## config.mk

```make
export PLATFORM = sky130hd
export DESIGN_NAME = bit_unpack_frame_of_reference_core_flat
export DESIGN_NICKNAME = d
export VERILOG_FILES = /design/src/bufor_pkg.sv /design/src/bufor_if.sv /design/src/bufor_front.sv /design/src/bufor_back.sv /design/src/bit_unpack_frame_of_reference_core.sv /design/src/flat_wrapper.sv
export VERILOG_INCLUDE_DIRS = /design/src /design/src/src
export SDC_FILE = /design/constraint.sdc
export NUM_CORES = 1
export LEC_CHECK = 0
export BUFFER_PORTS_ARGS = -buffer_cell sky130_fd_sc_hd__buf_2
export CORE_MARGIN = 3
export CORE_UTILIZATION = 42
export CTS_BUF_LIST = sky130_fd_sc_hd__clkbuf_4
export CTS_CLUSTER_SIZE = 20
export DETAILED_ROUTE_END_ITERATION = 8
export HOLD_SLACK_MARGIN = 0.15
export PLACE_DENSITY = 0.71
export REMOVE_ABC_BUFFERS = 1
export SETUP_SLACK_MARGIN = 0.1
export SYNTH_ARGS = -nofsm -noshare
export SYNTH_HDL_FRONTEND = slang
export SYNTH_SLANG_ARGS = --single-unit
```

## constraint.sdc

```tcl
create_clock -name clk_i -period 9.79 [get_ports clk_i]
set_clock_uncertainty 0.1 [all_clocks]
set_input_delay 0.4895 -clock clk_i [delete_from_list [all_inputs] [get_ports clk_i]]
set_output_delay 0.4895 -clock clk_i [all_outputs]
set_load 0.01 [all_outputs]
```

## src/bit_unpack_frame_of_reference_core_macros.svh

```systemverilog
// assertion helpers, clocked on clk_i and held off while rst_ni is low
`ifndef BIT_UNPACK_FRAME_OF_REFERENCE_CORE_MACROS_SVH
`define BIT_UNPACK_FRAME_OF_REFERENCE_CORE_MACROS_SVH

// consequent checked in the same cycle
`define BUFOR_ASSERT_SAME(lbl, ante, cons, msg) \
  lbl: assert property (@(posedge clk_i) disable iff (!rst_ni) (ante) |-> (cons)) \
    else $error(msg);

// consequent checked in the cycle after the antecedent
`define BUFOR_ASSERT_NEXT(lbl, ante, cons, msg) \
  lbl: assert property (@(posedge clk_i) disable iff (!rst_ni) (ante) |=> (cons)) \
    else $error(msg);

`endif

```

## src/bufor_pkg.sv

```systemverilog
`timescale 1ns / 1ps

package bufor_pkg;

  localparam int unsigned MaxWidth = 64;
  localparam int unsigned CntW     = $clog2(MaxWidth + 1);
  localparam int unsigned ValueW   = 64;
  localparam int unsigned IndexW   = 32;
  localparam int unsigned ByteW    = 8;
  localparam int unsigned VwFieldW = 7;
  localparam int unsigned CfgIdxW  = 3;
  localparam int unsigned CfgDataW = 64;
  localparam int unsigned QDepth   = 2;
  localparam int unsigned QPtrW    = $clog2(QDepth);
  localparam int unsigned QCntW    = $clog2(QDepth + 1);

  typedef logic [CntW-1:0] width_t;

  typedef enum logic [CfgIdxW-1:0] {
    CfgValueWidth  = 3'd0,
    CfgOutSize     = 3'd1,
    CfgBaseOffset  = 3'd2,
    CfgValueCount  = 3'd3
  } cfg_idx_e;

  typedef enum logic [1:0] {
    OutSize8  = 2'd0,
    OutSize16 = 2'd1,
    OutSize32 = 2'd2,
    OutSize64 = 2'd3
  } out_size_e;

  typedef struct packed {
    logic [ByteW-1:0] packed_byte;
    logic             first_byte;
  } item_t;

  typedef struct packed {
    width_t            width;
    out_size_e         out_size;
    logic [ValueW-1:0] base_offset;
    logic [IndexW-1:0] value_count;
  } cfg_t;

  typedef struct packed {
    logic [MaxWidth-1:0] raw;
    logic [IndexW-1:0]   value_index;
    logic                last_in_byte;
    logic                last_value;
  } result_t;

  // zero reads as one, anything above the maximum as the maximum
  function automatic width_t eff_width(logic [VwFieldW-1:0] vw);
    width_t w;
    if (vw == '0) begin
      w = width_t'(1);
    end else if (vw > VwFieldW'(MaxWidth)) begin
      w = width_t'(MaxWidth);
    end else begin
      w = width_t'(vw);
    end
    return w;
  endfunction

  function automatic logic [MaxWidth-1:0] low_mask(width_t w);
    return ~({MaxWidth{1'b1}} << w);
  endfunction

  function automatic logic [ValueW-1:0] out_mask(out_size_e s);
    logic [ValueW-1:0] m;
    unique case (s)
      OutSize8:  m = ValueW'(64'h0000_0000_0000_00FF);
      OutSize16: m = ValueW'(64'h0000_0000_0000_FFFF);
      OutSize32: m = ValueW'(64'h0000_0000_FFFF_FFFF);
      default:   m = ValueW'(64'hFFFF_FFFF_FFFF_FFFF);
    endcase
    return m;
  endfunction

endpackage

```

## src/bufor_if.sv

```systemverilog
`timescale 1ns / 1ps

interface bufor_in_if;
  logic       valid;
  logic       ready;
  logic [7:0] packed_byte;
  logic       first_byte;

  modport source (output valid, output packed_byte, output first_byte, input ready);
  modport sink   (input valid, input packed_byte, input first_byte, output ready);
endinterface

interface bufor_out_if;
  logic        valid;
  logic        ready;
  logic [63:0] value;
  logic [31:0] value_index;
  logic        last_in_byte;
  logic        last_value;

  modport source (output valid, output value, output value_index, output last_in_byte,
                  output last_value, input ready);
  modport sink   (input valid, input value, input value_index, input last_in_byte,
                  input last_value, output ready);
endinterface

```

## src/bufor_front.sv

```systemverilog
`timescale 1ns / 1ps

module bufor_front (
  input  logic                 clk_i,
  input  logic                 rst_ni,
  bufor_in_if.sink             in_i,
  output logic                 head_valid_o,
  output bufor_pkg::item_t     head_o,
  input  logic                 pop_i
);

  bufor_pkg::item_t                 mem_q [bufor_pkg::QDepth];
  logic [bufor_pkg::QPtrW-1:0]      wr_q, rd_q;
  logic [bufor_pkg::QCntW-1:0]      cnt_q;
  logic                             push, pop;
  bufor_pkg::item_t                 in_item;

  assign in_i.ready   = (cnt_q != bufor_pkg::QCntW'(bufor_pkg::QDepth));
  assign push         = in_i.valid && in_i.ready;
  assign head_valid_o = (cnt_q != '0);
  assign pop          = pop_i && head_valid_o;
  assign head_o       = mem_q[rd_q];

  assign in_item.packed_byte = in_i.packed_byte;
  assign in_item.first_byte  = in_i.first_byte;

  always_ff @(posedge clk_i) begin
    if (push) begin
      mem_q[wr_q] <= in_item;
    end
  end

  always_ff @(posedge clk_i or negedge rst_ni) begin
    if (!rst_ni) begin
      wr_q  <= '0;
      rd_q  <= '0;
      cnt_q <= '0;
    end else begin
      if (push) begin
        wr_q <= (wr_q == bufor_pkg::QPtrW'(bufor_pkg::QDepth - 1)) ? '0 : wr_q + 1'b1;
      end
      if (pop) begin
        rd_q <= (rd_q == bufor_pkg::QPtrW'(bufor_pkg::QDepth - 1)) ? '0 : rd_q + 1'b1;
      end
      if (push && !pop) begin
        cnt_q <= cnt_q + bufor_pkg::QCntW'(1);
      end else if (pop && !push) begin
        cnt_q <= cnt_q - bufor_pkg::QCntW'(1);
      end
    end
  end

endmodule

```

## src/bufor_back.sv

```systemverilog
`timescale 1ns / 1ps

module bufor_back (
  input  logic              clk_i,
  input  logic              rst_ni,
  input  bufor_pkg::cfg_t   cfg_i,
  input  logic              head_valid_i,
  input  bufor_pkg::item_t  head_i,
  output logic              pop_o,
  bufor_out_if.source       out_o
);

  localparam int unsigned MaxW = bufor_pkg::MaxWidth;
  localparam int unsigned ValW = bufor_pkg::ValueW;
  localparam int unsigned IdxW = bufor_pkg::IndexW;

  // gather state
  logic [2:0]                 pos_q, pos_d;
  bufor_pkg::width_t          pcnt_q, pcnt_d;
  logic [MaxW-1:0]            pbits_q, pbits_d;
  logic [IdxW-1:0]            ecnt_q, ecnt_d;

  // result stage and output register
  logic                       s1_valid_q, s1_valid_d;
  bufor_pkg::result_t         s1_q, s1_d;
  logic                       out_valid_q;
  logic [ValW-1:0]            value_q;
  logic [IdxW-1:0]            index_q;
  logic                       lib_q, lv_q;

  logic                       out_adv, s1_adv, fresh, done0, stale, fits, emit;
  logic                       done_after, last_in, s1_last;
  bufor_pkg::width_t          pc, need;
  logic [MaxW-1:0]            pb, ins, absorb_ins;
  logic [IdxW-1:0]            ec, ec_inc;
  logic [3:0]                 rem, consumed, remaining;
  logic [7:0]                 sbyte, field;

  always_comb begin
    out_adv    = !out_valid_q || out_o.ready;
    s1_adv     = !s1_valid_q || out_adv;
    fresh      = head_i.first_byte && (pos_q == '0);
    pc         = fresh ? '0 : pcnt_q;
    pb         = fresh ? '0 : pbits_q;
    ec         = fresh ? '0 : ecnt_q;
    rem        = 4'd8 - {1'b0, pos_q};
    sbyte      = head_i.packed_byte >> pos_q;
    done0      = (ec >= cfg_i.value_count);
    stale      = (pc >= cfg_i.width);
    need       = cfg_i.width - pc;
    fits       = (need <= bufor_pkg::width_t'(rem));
    consumed   = stale ? 4'd1 : need[3:0];
    field      = sbyte & ~(8'hFF << need);
    ins        = MaxW'(field) << pc;
    absorb_ins = MaxW'(sbyte) << pc;
    ec_inc     = ec + IdxW'(1);
    remaining  = rem - consumed;
    done_after = (ec_inc >= cfg_i.value_count);
    last_in    = done_after || (bufor_pkg::width_t'(remaining) < cfg_i.width);
    emit       = head_valid_i && s1_adv && !done0 && (stale || fits);

    pos_d      = pos_q;
    pcnt_d     = pcnt_q;
    pbits_d    = pbits_q;
    ecnt_d     = ecnt_q;
    pop_o      = 1'b0;
    s1_valid_d = s1_adv ? 1'b0 : s1_valid_q;
    s1_d       = s1_q;

    if (head_valid_i && s1_adv) begin
      priority if (done0) begin
        // batch already complete: the byte is dropped with any stored bits
        pop_o   = 1'b1;
        pos_d   = '0;
        pcnt_d  = '0;
        pbits_d = '0;
        ecnt_d  = ec;
      end else if (stale || fits) begin
        s1_valid_d        = 1'b1;
        s1_d.raw          = (stale ? pb : (pb | ins)) & bufor_pkg::low_mask(cfg_i.width);
        s1_d.value_index  = ec;
        s1_d.last_in_byte = last_in;
        s1_d.last_value   = (ec_inc == cfg_i.value_count);
        ecnt_d            = ec_inc;
        pcnt_d            = '0;
        pbits_d           = '0;
        if (done_after || remaining == '0) begin
          pop_o = 1'b1;
          pos_d = '0;
        end else begin
          pos_d = pos_q + consumed[2:0];
        end
      end else begin
        // remaining bits of the byte do not complete a value
        pbits_d = pb | absorb_ins;
        pcnt_d  = pc + bufor_pkg::width_t'(rem);
        ecnt_d  = ec;
        pop_o   = 1'b1;
        pos_d   = '0;
      end
    end
  end

  always_ff @(posedge clk_i or negedge rst_ni) begin
    if (!rst_ni) begin
      pos_q       <= '0;
      pcnt_q      <= '0;
      pbits_q     <= '0;
      ecnt_q      <= '0;
      s1_valid_q  <= 1'b0;
      out_valid_q <= 1'b0;
    end else begin
      pos_q      <= pos_d;
      pcnt_q     <= pcnt_d;
      pbits_q    <= pbits_d;
      ecnt_q     <= ecnt_d;
      s1_valid_q <= s1_valid_d;
      if (out_adv) begin
        out_valid_q <= s1_valid_q;
      end
    end
  end

  always_ff @(posedge clk_i) begin
    s1_q <= s1_d;
    if (out_adv && s1_valid_q) begin
      value_q <= (ValW'(s1_q.raw) + cfg_i.base_offset) & bufor_pkg::out_mask(cfg_i.out_size);
      index_q <= s1_q.value_index;
      lib_q   <= s1_q.last_in_byte;
      lv_q    <= s1_q.last_value;
    end
  end

  assign out_o.valid        = out_valid_q;
  assign out_o.value        = value_q;
  assign out_o.value_index  = index_q;
  assign out_o.last_in_byte = lib_q;
  assign out_o.last_value   = lv_q;

  assign s1_last = s1_valid_q && s1_q.last_value;

  `include "bit_unpack_frame_of_reference_core_macros.svh"

  `BUFOR_ASSERT_NEXT(a_emit_clears_pending, emit, pcnt_q == '0, "stored bits kept after a value")
  `BUFOR_ASSERT_SAME(a_last_value_ends_byte, s1_last, s1_q.last_in_byte, "batch end not byte end")
  `BUFOR_ASSERT_NEXT(a_pop_rewinds, pop_o, pos_q == '0, "bit position not rewound on pop")

endmodule

```

## src/bit_unpack_frame_of_reference_core.sv

```systemverilog
`timescale 1ns / 1ps

// frame-of-reference bit unpacker
// in_i carries one byte of a packed stream per transfer, bit 0 first, plus a
// first_byte flag that starts a new batch (stored bits and value count cleared).
// out_o carries one unpacked value per transfer: the low value_width bits,
// plus base_offset, wrapped to the configured output size, with its index in
// the batch and flags for the last value of the byte and of the batch.
// configuration is a plain write port (cfg_we_i, cfg_idx_i, cfg_data_i); write
// it only while no transfer is in flight. unknown indexes are ignored.
// throughput: the gather stage makes one value per cycle while the output side
// accepts it; a byte stays at the queue head while it yields its values and then,
// if bits are left over after its last value, while they are stored; a byte that
// completes nothing, or lands after the batch is complete, is popped with no value.
// an accepted byte is written into the queue, the gather stage registers the raw
// value, and the base add lands in the output register behind out_o.valid.
// a two-entry input queue keeps in_i flowing while the output is stalled; a
// stalled out_o holds its value and backs up the gather stage, then the queue.
// reset clears the queue, stored bits, counts and loads the default registers
// (width 8, 64-bit output, base 0, count 0).

module bit_unpack_frame_of_reference_core (
  input  logic                                clk_i,
  input  logic                                rst_ni,
  bufor_in_if.sink                            in_i,
  bufor_out_if.source                         out_o,
  input  logic                                cfg_we_i,
  input  logic [bufor_pkg::CfgIdxW-1:0]       cfg_idx_i,
  input  logic [bufor_pkg::CfgDataW-1:0]      cfg_data_i
);

  // configuration registers
  logic [bufor_pkg::VwFieldW-1:0] value_width_q;
  bufor_pkg::out_size_e           out_size_q;
  logic [bufor_pkg::ValueW-1:0]   base_offset_q;
  logic [bufor_pkg::IndexW-1:0]   value_count_q;
  bufor_pkg::cfg_t                cfg;

  // queue head towards the gather stage
  logic                           head_valid;
  bufor_pkg::item_t               head;
  logic                           pop;

  always_ff @(posedge clk_i or negedge rst_ni) begin
    if (!rst_ni) begin
      value_width_q <= bufor_pkg::VwFieldW'(8);
      out_size_q    <= bufor_pkg::OutSize64;
      base_offset_q <= '0;
      value_count_q <= '0;
    end else if (cfg_we_i) begin
      unique case (bufor_pkg::cfg_idx_e'(cfg_idx_i))
        bufor_pkg::CfgValueWidth: value_width_q <= cfg_data_i[bufor_pkg::VwFieldW-1:0];
        bufor_pkg::CfgOutSize:    out_size_q    <= bufor_pkg::out_size_e'(cfg_data_i[1:0]);
        bufor_pkg::CfgBaseOffset: base_offset_q <= cfg_data_i[bufor_pkg::ValueW-1:0];
        bufor_pkg::CfgValueCount: value_count_q <= cfg_data_i[bufor_pkg::IndexW-1:0];
        default: ;
      endcase
    end
  end

  // width clamped once here so the gather stage sees 1 .. MaxWidth
  assign cfg.width       = bufor_pkg::eff_width(value_width_q);
  assign cfg.out_size    = out_size_q;
  assign cfg.base_offset = base_offset_q;
  assign cfg.value_count = value_count_q;

  bufor_front u_front (
    .clk_i        (clk_i),
    .rst_ni       (rst_ni),
    .in_i         (in_i),
    .head_valid_o (head_valid),
    .head_o       (head),
    .pop_i        (pop)
  );

  bufor_back u_back (
    .clk_i        (clk_i),
    .rst_ni       (rst_ni),
    .cfg_i        (cfg),
    .head_valid_i (head_valid),
    .head_i       (head),
    .pop_o        (pop),
    .out_o        (out_o)
  );

endmodule
```

## src/flat_wrapper.sv

```systemverilog
// flat-port wrapper written by rule: the top's interface ports become plain ports
module bit_unpack_frame_of_reference_core_flat 
  (clk_i, rst_ni, cfg_we_i, cfg_idx_i, cfg_data_i, in_i_valid, in_i_packed_byte, in_i_first_byte, in_i_ready, out_o_valid, out_o_value, out_o_value_index, out_o_last_in_byte, out_o_last_value, out_o_ready);
  bufor_in_if in_i_i ();
  bufor_out_if out_o_i ();
  input  logic clk_i;
  input  logic rst_ni;
  input  logic cfg_we_i;
  input  logic [bufor_pkg::CfgIdxW-1:0] cfg_idx_i;
  input  logic [bufor_pkg::CfgDataW-1:0] cfg_data_i;
  input wire logic [$bits(in_i_i.valid)-1:0] in_i_valid;
  input wire logic [$bits(in_i_i.packed_byte)-1:0] in_i_packed_byte;
  input wire logic [$bits(in_i_i.first_byte)-1:0] in_i_first_byte;
  output wire logic [$bits(in_i_i.ready)-1:0] in_i_ready;
  output wire logic [$bits(out_o_i.valid)-1:0] out_o_valid;
  output wire logic [$bits(out_o_i.value)-1:0] out_o_value;
  output wire logic [$bits(out_o_i.value_index)-1:0] out_o_value_index;
  output wire logic [$bits(out_o_i.last_in_byte)-1:0] out_o_last_in_byte;
  output wire logic [$bits(out_o_i.last_value)-1:0] out_o_last_value;
  input wire logic [$bits(out_o_i.ready)-1:0] out_o_ready;
  assign in_i_i.valid = in_i_valid;
  assign in_i_i.packed_byte = in_i_packed_byte;
  assign in_i_i.first_byte = in_i_first_byte;
  assign in_i_ready = in_i_i.ready;
  assign out_o_valid = out_o_i.valid;
  assign out_o_value = out_o_i.value;
  assign out_o_value_index = out_o_i.value_index;
  assign out_o_last_in_byte = out_o_i.last_in_byte;
  assign out_o_last_value = out_o_i.last_value;
  assign out_o_i.ready = out_o_ready;
  bit_unpack_frame_of_reference_core u_core (.clk_i(clk_i), .rst_ni(rst_ni), .in_i(in_i_i), .out_o(out_o_i), .cfg_we_i(cfg_we_i), .cfg_idx_i(cfg_idx_i), .cfg_data_i(cfg_data_i));
endmodule
```

Word-level counts from Yosys, hierarchy flattened
Memories as Yosys holds them, arrays and structs flattened.
Cells that the tools add are included.
{"block": "word_totals", "ff_bits": 413, "ramBits": 18, "memories": 1, "input_bits": 81}
{"memory": "u_core.u_front.mem_q", "words": 2, "width": 9, "read_ports": 1, "rd_clocked_by_memory_dff": 0, "write_ports": 1, "line_no": "bufor_front.sv:12", "text": "bufor_pkg::item_t mem_q [bufor_pkg::QDepth];"}
{"block": "classes", "muxes": 32, "shift": 5, "reduce_logical": 28, "n_lt_le_gt_ge": 6, "n_eq_ne": 7, "addsub": 11, "bitwise": 8}
{"operator": "two-way mux 64 bit", "count": 5}
{"operator": "case mux 64 bit (3 select lines)", "count": 1}
{"operator": "AND 64 bit", "count": 2}
{"operator": "OR 64 bit", "count": 2}
{"operator": "left shift 8 x 7 -> 64 bit", "count": 2}
{"operator": "two-way mux 32 bit", "count": 3}
{"operator": "adder 64 bit", "count": 1}
{"operator": ">= comparator 32 bit", "count": 2}
{"operator": "inverter 64 bit", "count": 1}
{"operator": "left shift 64 x 7 -> 64 bit (first input constant)", "count": 1}
{"operator": "two-way mux 7 bit", "count": 5}
{"operator": "adder 32 x 1 -> 32 bit (second input constant)", "count": 1}
{"operator": "== test 32 bit", "count": 1}
{"operator": "two-way mux 1 bit", "count": 12}
{"operator": "two-way mux 3 bit", "count": 3}
{"operator": "AND 8 bit", "count": 1}
{"operator": "inverter 8 bit", "count": 1}
{"operator": "AND reduction 2 bit", "count": 4}
{"operator": "left shift 8 x 7 -> 8 bit (first input constant)", "count": 1}
{"operator": "right shift 8 x 3 -> 8 bit", "count": 1}
{"operator": "adder 7 x 4 -> 7 bit", "count": 1}
{"operator": ">= comparator 7 bit", "count": 1}
{"operator": "greater-than comparator 7 bit (second input constant)", "count": 1}
{"operator": "<= comparator 7 x 4 -> 1 bit", "count": 1}
{"operator": "25 further kinds", "count": 43}

Logic depth before layout (Yosys ltp)
Gate-level depths: netlist of the first run.
{"block": "depth", "ltp_word": 16, "mapped_depth": 37, "depth_no_buf": 29}

By module
Synthesis of the first run repeated with hierarchy kept, for this count alone.
{"block": "hier_totals", "hier_cells": 2452, "area_unflattened_um2": 25652.1}
{"mod": "bufor_back", "cells_per_inst": 2173, "seq_area_each_um2": 8588.2, "area_per_inst_um2": 20488.4, "instances": 1}
{"mod": "bit_unpack_frame_of_reference_core", "cells_per_inst": 233, "seq_area_each_um2": 2631.3, "area_per_inst_um2": 4302.9, "instances": 1}
{"mod": "bufor_front", "cells_per_inst": 46, "seq_area_each_um2": 640.6, "area_per_inst_um2": 860.8, "instances": 1}

Worst setup path after synthesis of the first run
OpenSTA, ideal clock, no wires.
{"block": "synth_path", "kind": "reg2reg", "startpoint": "register u_core.u_back.pos_q[1]", "endpoint": "register u_core.u_front.cnt_q[1] in the netlist's numbering", "n_path_buf": 8, "setup_ns": 0.079, "stages_incl_launch_ff": 38, "t_arrival_ns": 6.859, "slack_ns": 2.752, "t_required_ns": 9.611, "path_cell_list": "dfrtp_1 > inv_1 > buf_1 > ha_1 > ha_1 > buf_2 > nand2_1 > clkbuf_1 > clkbuf_1 > clkbuf_1 > buf_1 > nand2_1 > inv_1 > ha_1 > clkbuf_2 > nand3_1 > a211oi_1 > nand4_1 > (+2 left out) > and3_1 > and3_1 > buf_2 > nand3_1 > xnor2_1 > ha_1 > nand4_1 > nor2_1 > nand3_1 > nor4_1 > a2111oi_0 > o211a_1 > o211ai_1 > nand2_1 > ha_1 > xor2_1 > nor2_1 > xor2_1"}
{"block": "synth_between", "elab_cells_between_ends": 26, "cone_classes": "add/sub: 4; order compare: 4; mux: 8; reduce/logical: 10"}
{"element": "from (decl)", "line_no": "bufor_back.sv:18", "text": "logic [2:0] pos_q, pos_d;"}
{"element": "from (signal assigned)", "line_no": "bufor_back.sv:113", "text": "pos_q <= pos_d;"}
{"element": "zero test 3 bit *", "line_no": "bufor_back.sv:42", "text": "fresh = head_i.first_byte && (pos_q == '0);"}
{"element": "logical AND 1 bit *", "line_no": "bufor_back.sv:42"}
{"element": "two-way mux 32 bit *", "line_no": "bufor_back.sv:45", "text": "ec = fresh ? '0 : ecnt_q;"}
{"element": "named net u_core.u_back.ec[0]", "line_no": "bufor_back.sv:35", "text": "logic [IdxW-1:0] ec, ec_inc;"}
{"element": "adder 32 x 1 -> 32 bit", "line_no": "bufor_back.sv:56", "text": "ec_inc = ec + IdxW'(1);"}
{"element": ">= comparator 32 bit", "line_no": "bufor_back.sv:58", "text": "done_after = (ec_inc >= cfg_i.value_count);"}
{"element": "logical OR 1 bit", "line_no": "bufor_back.sv:87", "text": "if (done_after || remaining == '0) begin"}
{"element": "two-way mux 1 bit", "line_no": "bufor_back.sv:87"}
{"element": "two-way mux 1 bit", "line_no": "bufor_back.sv:78", "text": "end else if (stale || fits) begin"}
{"element": "two-way mux 1 bit *", "line_no": "bufor_back.sv:71", "text": "priority if (done0) begin"}
{"element": "two-way mux 1 bit *", "line_no": "bufor_back.sv:70", "text": "if (head_valid_i && s1_adv) begin"}
{"element": "logical AND 1 bit *", "line_no": "bufor_front.sv:21", "text": "assign pop = pop_i && head_valid_o;"}
{"element": "zero test 1 bit", "line_no": "bufor_front.sv:45", "text": "if (push && !pop) begin"}
{"element": "logical AND 1 bit", "line_no": "bufor_front.sv:45"}
{"element": "two-way mux 2 bit or nonzero test 2 bit (tied branches)"}
{"element": "to (signal assigned)", "line_no": "bufor_front.sv:46", "text": "cnt_q <= cnt_q + bufor_pkg::QCntW'(1);"}
{"element": "to (signal assigned)", "line_no": "bufor_front.sv:48", "text": "cnt_q <= cnt_q - bufor_pkg::QCntW'(1);"}
{"element": "to (decl)", "line_no": "bufor_front.sv:14", "text": "logic [bufor_pkg::QCntW-1:0] cnt_q;"}
The timed path passes the listed nets; every way through them passes the cells marked *.
A chain may end at the register's enable or synchronous reset.

Worst setup path after layout of the first run
{"block": "layout_path", "startpoint": "register u_core.u_back.pos_q[1]", "endpoint": "register u_core.u_back.pbits_q[13]"}
{"block": "layout_between", "elab_chain_len": 8, "elab_cells_between_ends": 16, "cone_classes": "add/sub: 2; order compare: 3; shift: 2; mux: 5; bitwise: 1; reduce/logical: 3"}
{"element": "zero test 3 bit", "line_no": "bufor_back.sv:42"}
{"element": "logical AND 1 bit", "line_no": "bufor_back.sv:42"}
{"element": "two-way mux 7 bit", "line_no": "bufor_back.sv:43", "text": "pc = fresh ? '0 : pcnt_q;"}
{"element": "subtractor 7 bit", "line_no": "bufor_back.sv:50", "text": "need = cfg_i.width - pc;"}
{"element": "<= comparator 7 x 4 -> 1 bit", "line_no": "bufor_back.sv:51", "text": "fits = (need <= bufor_pkg::width_t'(rem));"}
{"element": "logical OR 1 bit", "line_no": "bufor_back.sv:78"}
{"element": "two-way mux 64 bit", "line_no": "bufor_back.sv:78"}
{"element": "two-way mux 64 bit *", "line_no": "bufor_back.sv:71"}
{"element": "to (signal assigned)", "line_no": "bufor_back.sv:115", "text": "pbits_q <= pbits_d;"}
{"element": "to (decl)", "line_no": "bufor_back.sv:20", "text": "logic [MaxW-1:0] pbits_q, pbits_d;"}
Mark *: on every way between the ends. The rest lies on a longest branch, timed or not.

==> summary by stage, run 1 <==
STA
The worst max-slew margin expressed relative to the limit is 23.06%. Static timing analysis puts the maximum clock frequency at 130.8 MHz. The total negative slack for setup checks is 0 ns. The final critical path takes up 78.10% of the cycle. The final setup slack of the worst path is 2.144 ns.

After layout, the minimum clock period comes to 7.646 ns. The transition time at the pin with the least slew margin is 1.142 ns. The max-slew violation count came to 0. Setup repair after global routing left no endpoint under its margin. The final hold violation count came to 0. Setup violations remaining at the end of the flow were counted as 0.

Synth
Synthesis handed over a netlist of approximately 2500 instances. The synthesized area per cell is 10.32 sq um. The biggest area consumer among synthesized cells is sky130_fd_sc_hd__edfxtp_1. By area the synthesized netlist is led by sky130_fd_sc_hd__edfxtp_1, sky130_fd_sc_hd__dfrtp_1, sky130_fd_sc_hd__ha_1. The area of the mapped netlist is 0.02543 sq mm. The area fraction of the dominant cell type after synthesis is 25.27%. Sequential elements use 46.64% of the synthesized area. Counting flops and latches in the post-synthesis netlist gives 431. The share of flip-flops with an asynchronous set or reset is between 50% and 60%.

The count of warnings emitted by yosys is 0. The predominant post-synthesis flop cell is sky130_fd_sc_hd__edfxtp_1. After synthesis, the netlist uses 104 different library cells. The number of enable-type register cells in the synthesized netlist is 214.

Setup path
The number of cells on the worst reg-to-reg path is 23. On the critical path the largest part of the delay comes from compound AO/OA/AOI/OAI gates. STA classifies the critical path endpoint as a flop. The maximum fanout encountered on the critical timing path is 36. The endpoint of the worst-slack reg-to-reg timing path is u_core.u_back.pbits_q[13].

Across all register-to-register paths, the minimum setup slack is around 2.1 ns. For this design, the slowest cell found on the critical path is sky130_fd_sc_hd__o21ai_4. The arrival time at the worst endpoint is 8.36 ns. The worst stage delay on the critical path is between 0.8 and 0.9 ns.

The required time at the worst-slack endpoint is 10.50 ns. The signal on the critical path passes through inv_1, ha_1, ha_1, inv_1, o21ai_1, inv_1, ha_1, inv_1, ha_1, o21ai_0, nand2_1, or2_1, inv_1, ha_1, o21ai_0, nand2b_1, a21oi_1, a41oi_1, or3_1, nand4_1, o21ai_4, buf_4, a22o_1. The worst setup path is launched from a flop. The critical path class is flop to flop. The number of buffers and inverters on the critical path is 6. The worst register-to-register path begins at u_core.u_back.pos_q[1].

Drt
The pre-antenna-repair detailed-routing pass consisted of 5 iterations. The average via count per standard cell is 5.971. The number of routed nets with antenna violations is 0. The count of routing violations after the opening detailed-route iteration is 2090.

Summed over all layers, the routed wires come to 85420 microns. The number of DRC violations after detailed routing is 0. For this block, the via count after detailed routing is 21757. The post-detailed-route wirelength per cell is 23.44 microns.

Global routing
The number of global-route vias before repair is ~22000. The number of antenna violations at the first check in global routing is 4. The first global-routing pass estimated 129500 microns of wire.

The total overflow left after global routing is 0. Entering global routing, the biggest net connects 86 pins. In the global route stage, overall resource usage came out at around a quarter.

Place
The congestion estimate from routability-driven global placement came to 1.034. Input and output buffers added on the ports amount to 180. The worst setup slack after placement is 2.200 ns. The placed cell area is roughly 0.027 sq mm.

Once detailed placement completed, the half-perimeter wirelength came to between 60000 and 70000 microns. The total placed cells including tap cells is 3324.

Die
The starting density of the core is 42.76%. The I/O pin total is about 180. Measured along the y axis, the die boundary spans 252.1 microns. The die is 252.1 microns wide. The die area is 0.06353 sq mm.

The placement row count is 89. The area inside the core boundary is 0.05946 sq mm.

Clock network
After clock tree synthesis, the clock-pin slew on the worst setup and hold paths is roughly 0.070 ns. The insertion delay to the later sink of the worst-skew pair is 0.95 ns. TritonCTS built the clock tree. Counting the buffers created by CTS gives 117. The clock net in this run drives a total of 431 sinks. In this run the number of H-tree levels came out at 3. The tree is rooted in a sky130_fd_sc_hd__clkbuf_4. The number of buffers on the longest clock path is 3. In this run, post-CTS repair resized a total of 0 instances.

Layout
The fraction of final layout cells with drive strength greater than 1 is approximately 20%. The number of nets in the finished design is 2999. Compared with the post-synthesis result, the final layout area differs by 16.23%.

The summed area of non-filler cells in the final layout is 0.02956 sq mm. The top cell types in the final layout, fill and taps aside, are sky130_fd_sc_hd__nand2_1, sky130_fd_sc_hd__dfrtp_1, sky130_fd_sc_hd__edfxtp_1. Summing all flip-flop and latch instances after layout gives 0.01186 sq mm. The multi-input combinational cell area is 0.01270 sq mm. Leaving out fill and tap cells, the most frequent cell in the layout is sky130_fd_sc_hd__nand2_1.

Excluding fillers, the count of instances in the completed layout stands at about 3600. Fill cells in the final layout number 5433.

Pwr
The power per cell area is 341.8 mW/mm^2. IR analysis of the VDD net gives a maximum drop of 0.0002474 V. The leakage power total is 12.71 nW.

Worst hold path
The worst hold path passes through 3 cells. The hold-critical path endpoint is u_core.base_offset_q[11]. In this run the most critical hold path is launched from cfg_data_i[11]. The class of the tightest hold or removal check is input pin to flop.

Status
The flow ran to the end, and the final reports show no timing, DRC or antenna violations.

Run
Across the run, the number of max-cap violations was 0.
-- where the power goes --
part           internal, W  leakage, nW  total [W]  switching, W
Clock             0.000850        0.927    0.00167      0.000818
Combinational      0.00177         6.91    0.00536       0.00360
Sequential         0.00273         4.87    0.00307      0.000340
-- worst max-delay path by stage --
stage | start | end | slack [ns] | depth (start not counted)
floorplan | u_core.u_back.pos_q[1] | u_core.u_back.ecnt_q[12] | 0.62 | 23
global placement | u_core.u_back.pos_q[1] | u_core.u_back.ecnt_q[30] | 2.55 | 25
detailed placement | u_core.u_back.pos_q[1] | u_core.u_back.ecnt_q[30] | 2.20 | 25
CTS | u_core.u_back.pos_q[1] | u_core.u_back.ecnt_q[30] | 2.25 | 25
global route | u_core.u_back.pos_q[1] | u_core.u_back.pbits_q[14] | 1.47 | 24
finish | u_core.u_back.pos_q[1] | u_core.u_back.pbits_q[13] | 2.14 | 23
-- worst min-delay path, stage by stage --
cell and delay, ns:
sky130_fd_sc_hd__dlygate4sd3_1 0.51, sky130_fd_sc_hd__buf_2 0.11, sky130_fd_sc_hd__mux2_2 0.13
-- synth_stat cells, types with 12 or more instances --
library cell	instances
sky130_fd_sc_hd__a211oi_1	24
sky130_fd_sc_hd__a21o_1	74
sky130_fd_sc_hd__a21oi_1	174
sky130_fd_sc_hd__a22o_1	49
sky130_fd_sc_hd__a31oi_1	34
sky130_fd_sc_hd__and2_1	49
sky130_fd_sc_hd__and3_1	24
sky130_fd_sc_hd__buf_1	14
sky130_fd_sc_hd__buf_2	15
sky130_fd_sc_hd__clkbuf_1	87
sky130_fd_sc_hd__dfrtp_1	214
sky130_fd_sc_hd__edfxtp_1	214
sky130_fd_sc_hd__ha_1	153
sky130_fd_sc_hd__inv_1	98
sky130_fd_sc_hd__mux2_2	104
sky130_fd_sc_hd__mux2i_1	15
sky130_fd_sc_hd__nand2_1	222
sky130_fd_sc_hd__nand2b_1	20
sky130_fd_sc_hd__nand3_1	59
sky130_fd_sc_hd__nand4_1	33
sky130_fd_sc_hd__nor2_1	172
sky130_fd_sc_hd__nor2b_1	19
sky130_fd_sc_hd__nor3_1	31
sky130_fd_sc_hd__nor4_1	14
sky130_fd_sc_hd__o211ai_1	12
sky130_fd_sc_hd__o21a_1	22
sky130_fd_sc_hd__o21ai_0	139
sky130_fd_sc_hd__o21bai_1	15
sky130_fd_sc_hd__o22ai_1	19
sky130_fd_sc_hd__o31ai_1	27
sky130_fd_sc_hd__or3_1	12
sky130_fd_sc_hd__xnor2_1	60
sky130_fd_sc_hd__xor2_1	35
-- flip-flops by register name, indices dropped and copies added (netlist names) --
| register | flops |
|---|---|
| u_core.u_back.out_o.last_in_byte | 1 |
| u_core.u_front.wr_q | 1 |
| u_core.u_back.pbits_q | 64 |
| u_core.out_size_q | 2 |
| u_core.u_front.cnt_q | 2 |
| u_core.value_count_q | 32 |
| u_core.value_width_q | 7 |
| u_core.base_offset_q | 64 |
| u_core.u_front.rd_q | 1 |
| u_core.u_back.out_o.valid | 1 |
| u_core.u_back.out_o.last_value | 1 |
| u_core.u_back.ecnt_q | 32 |
| u_core.u_back.s1_valid_q | 1 |
| u_core.u_back.out_o.value | 64 |
| u_core.u_back.out_o.value_index | 32 |
| u_core.u_back.s1_q | 98 |
| u_core.u_back.pos_q | 3 |
| u_core.u_front.mem_q | 18 |
| u_core.u_back.pcnt_q | 7 |
-- cells by family (layout without fill, tap and decap cells) --
kind of cell	Yosys count	in the layout	share of synthesized area (%)
AOI/OAI and AO/OA	720	720	19.10
xor gates and xnor gates	96	96	3.336
adders and majority gates	158	158	7.887
buffers and inverters	225	624	3.567
DFF	431	431	46.64
muxes	130	130	6.140
other	0	7	0
and+or+nand+nor	705	705	13.33
-- per-stage QoR --
| stage | utilization, % | power [W] | hold slack (ns) |
|---|---|---|---|
| finish | 49.71 | 0.01010 | 0.2427 |
| global route | 49.69 | 0.01069 | 0.1754 |
| CTS | 49.68 | 0.01003 | 0.1501 |
| detailed placement | 45.50 | 0.008290 | 0.3045 |
| global placement | 45.50 | 0.008202 | 0.3086 |
| floorplan | - | 0.006410 | 0.09391 |
-- cell type report --
type	count	share of cell area, %
antenna	7	0.05926
clock inverter	48	0.8424
inverter	102	1.304
sequential	431	40.13
clock buffer	174	4.419
tap	773	3.272
multi-input combinational	1809	42.98
timing repair buffer	300	7.002
-- layer usage --
layer,vias to the layer above,global-route usage [%],share of wire [%]
met3,250,5.855,8.1
met2,1053,41.80,45
met4,0,12.48,4.6
li1,9889,-,-
met1,10565,34.83,42
met5,-,0,0
-- what timing repair did --
item | CTS | global route
endpoints found under the hold margin | 239 | 0
hold buffers | 91 | 0
setup buffers | 0 | 0
Note: power is estimated with default switching activity, not from simulation.
==> run 2: changes to the inputs <==
Settings changed: PLACE_DENSITY 0.71 to 0.73.
Clock period 9.79 ns to 6.7 ns, I/O delays scaled along.
==> summary by stage, run 2 (synthesized netlist as in run 1, its figures left out) <==
Die
The I/O pin total is 181 (unchanged). The area inside the core boundary came to 0.05946 sq mm (unchanged). The die height came to 252.1 microns (unchanged). The placement row count is 89 (unchanged). The starting density of the core is 42.76% (unchanged). The width of the chip is 252.1 microns (unchanged). The die area is 0.06353 sq mm (unchanged).

Setup path
The most prevalent standard cell on the critical path is sky130_fd_sc_hd__ha_1. The top cell family by delay on the critical path is simple AND/OR/NAND/NOR gates (was compound AO/OA/AOI/OAI gates). The critical path class is flop to flop (unchanged). The worst stage delay on the critical path is 0.47 ns (was 0.85 ns). The slowest library cell on the worst path is sky130_fd_sc_hd__a2111oi_0 (was sky130_fd_sc_hd__o21ai_4).

The number of buffers and inverters on the critical path is 2 (was 6). The required time at the worst-slack endpoint was 7.41 ns (was 10.50 ns). The nature of the critical path startpoint was a flop (unchanged). The critical path endpoint category is a flop (unchanged). The arrival time at the worst endpoint came to 6.87 ns (was 8.36 ns). The maximum fanout encountered on the critical timing path is 7 (was 36).

Run
The number of violations of the max-capacitance limit is 0 (unchanged).

STA
The final-layout worst hold slack is 0.2166 ns (was 0.2427 ns). The final setup slack of the worst path is 0.5392 ns (was 2.144 ns). The number of endpoints failing setup at the final stage is 0 (unchanged). The final cycle utilization of the critical path was 91.95% (was 78.10%).

The final critical path time including I/O delays and setup is 6.161 ns (was 7.646 ns). The worst max-slew margin expressed relative to the limit is 12.31% (was 23.06%). The maximum operating frequency was 162.3 MHz (was 130.8 MHz). RSZ-0062 raised after global routing: no (unchanged). The max-slew violation count is 0 (unchanged). The transition time at the pin with the least slew margin is 1.302 ns (was 1.142 ns). The final hold violation count is 0 (unchanged).

Global routing
The maximum number of pins on one net before global-route repair is 83 (was 86). The number of global-route vias before repair is 22149 (was 21771). The global route total overflow is 0 (unchanged).

The number of antenna violations at the first check in global routing is 3 (was 4). The overall routing resource usage is 27.46% (was 26.48%). The global-route wire length before repair is 133800 microns (was 129500 microns).

Clock network
The clock-pin slew of the registers on the worst-case setup and hold paths is 0.07 ns (about the same). The number of buffers on the longest clock path was 3 (unchanged). The deepest level of the CTS H-tree is 3 (unchanged). The insertion delay to the later sink of the worst-skew pair came to 0.92 ns (was 0.95 ns). The number of sinks driven by the clock tree is 431 (unchanged). The cell chosen for the clock root is sky130_fd_sc_hd__clkbuf_4 (unchanged). The clock tree from TritonCTS is done (unchanged). The number of CTS-inserted buffers is 115 (was 117).

Drt
The post-detailed-route wirelength per cell came to 23.57 microns (was 23.44 microns). The count of routing violations after the opening detailed-route iteration was 2411 (was 2090). The detailed-route wire length is 88850 microns (was 85420 microns). The number of routed nets with antenna violations is 0 (unchanged). The number of detailed-routing iterations run before antenna repair is 6 (was 5).

The number of DRC violations after detailed routing was 0 (unchanged). The count of vias placed by the detailed router is 22478 (was 21757). The average via count per standard cell is 5.962 (was 5.971).

Place
The routability congestion estimate from global placement is 1.005 (was 1.034). The worst setup slack after placement is 0.2412 ns (was 2.200 ns). The detailed placement HPWL came to 63520 microns (was 61360 microns). The total of buffers placed on input and output ports is 180 (unchanged).

Pwr
The maximum resistive drop on vdd is 0.0002602 V (was 0.0002474 V). The leakage power total is 13.30 nW (was 12.71 nW). The power per cell area came to 492.2 mW/mm^2 (was 341.8 mW/mm^2). The overall power of the completed layout is 0.01513 W (was 0.01010 W).

Status
Run status: complete, no violations (unchanged).

Layout
The number of filler instances in the final layout is 5273 (was 5433). The layout-stage area growth over the synthesis result is 20.89% (was 16.23%). The number of nets in the finished design came to 3128 (was 2999). The most frequent standard cell in the layout excluding fill and tap cells is sky130_fd_sc_hd__nand2_1 (unchanged). The fraction of final layout cells with drive strength greater than 1 was 21.32% (was 19.83%).

The flip-flop count of the largest register, all copies and words added is 98 (unchanged). Commonest cells after routing, fill and taps aside: sky130_fd_sc_hd__nand2_1, sky130_fd_sc_hd__edfxtp_1, sky130_fd_sc_hd__dfrtp_1 (was sky130_fd_sc_hd__nand2_1, sky130_fd_sc_hd__dfrtp_1, sky130_fd_sc_hd__edfxtp_1). The register name with the most flops is u_core.u_back.s1_q (unchanged).

Worst hold path
The class of the tightest hold or removal check is input pin to flop (unchanged).
==> run 2: cell types whose count changed in the layout (fill, tap and decap cells not counted), sizes merged, moves of 3 or more <==
cell	before	now
buf	210	272
clkbuf	174	179
clkinv	45	39
diode	7	4
dlygate4sd3	90	159
==> run 2: power by group <==
group          internal [W]  switching, W  total [W]  leakage (nW)
clock network       0.00123       0.00118    0.00241         0.926
registers           0.00399      0.000431    0.00442          4.87
logic               0.00284       0.00546    0.00830          7.51
total               0.00806       0.00707     0.0151          13.3
==> run 2: routing by layer <==
metal | vias up | global-route usage (%) | wire length, microns
met4 | 0 | 10.68 | 3499
met1 | 10885 | 36.94 | 36980
met3 | 232 | 5.494 | 7710
met5 | - | 0 | 0
met2 | 1232 | 43.89 | 40650
li1 | 10129 | - | -
==> run 2: final cells by class <==
cell class | count | area [sq um] | share of cell area, %
inverters | 102 | 385.4 | 1.254
repair buffers | 431 | 3238 | 10.53
well taps | 773 | 967.2 | 3.146
clock inverters | 41 | 200.2 | 0.6512
diodes | 4 | 10.01 | 0.03256
clock buffers | 179 | 1344 | 4.371
multi-input cells | 1809 | 12730 | 41.43
flip-flops and latches | 431 | 11860 | 38.59
==> run 2: tightest hold or removal path: stages <==
cell,delay (ns)
sky130_fd_sc_hd__dlygate4sd3_1,0.52
sky130_fd_sc_hd__buf_2,0.11
sky130_fd_sc_hd__nand2b_1,0.12
sky130_fd_sc_hd__nand2b_1,0.06
==> run 2: per-stage QoR <==
step,instances,setup TNS [ns],util [%],cell area (sq um)
CTS,3766,0,51.62,30700
detailed placement,3386,0,46.30,27530
finish,3770,0,51.70,30740
global placement,3386,0,46.30,27530
floorplan,2342,-472.31,-,24910
global route,3769,0,51.69,30740
==> run 2: timing repair <==
item / 4_1_cts / 5_1_grt
setup buffers: 0 / 0
gates resized for setup: 0 / 6
endpoints found under the hold margin: 310 / 0
setup endpoints to repair: 0 / 4
hold buffers: 160 / 0
==> run 2: path summary, 6_finish.rpt <==
path / cells after the start / to / start / slack [ns]
max: 28 / u_core.u_front.cnt_q[1] / u_core.u_back.pos_q[1] / 0.54
min: 4 / u_core.u_back.out_o.valid / out_o_ready / 0.22
max reg2reg: 28 / u_core.u_front.cnt_q[1] / u_core.u_back.pos_q[1] / 0.54
min reg2reg: 0 / u_core.u_back.out_o.last_in_byte / u_core.u_back.s1_q[1] / 0.28
max in group asynchronous: 4 / u_core.u_back.ecnt_q[2] / rst_ni / 4.99
min in group asynchronous: 4 / u_core.value_count_q[19] / rst_ni / 0.55
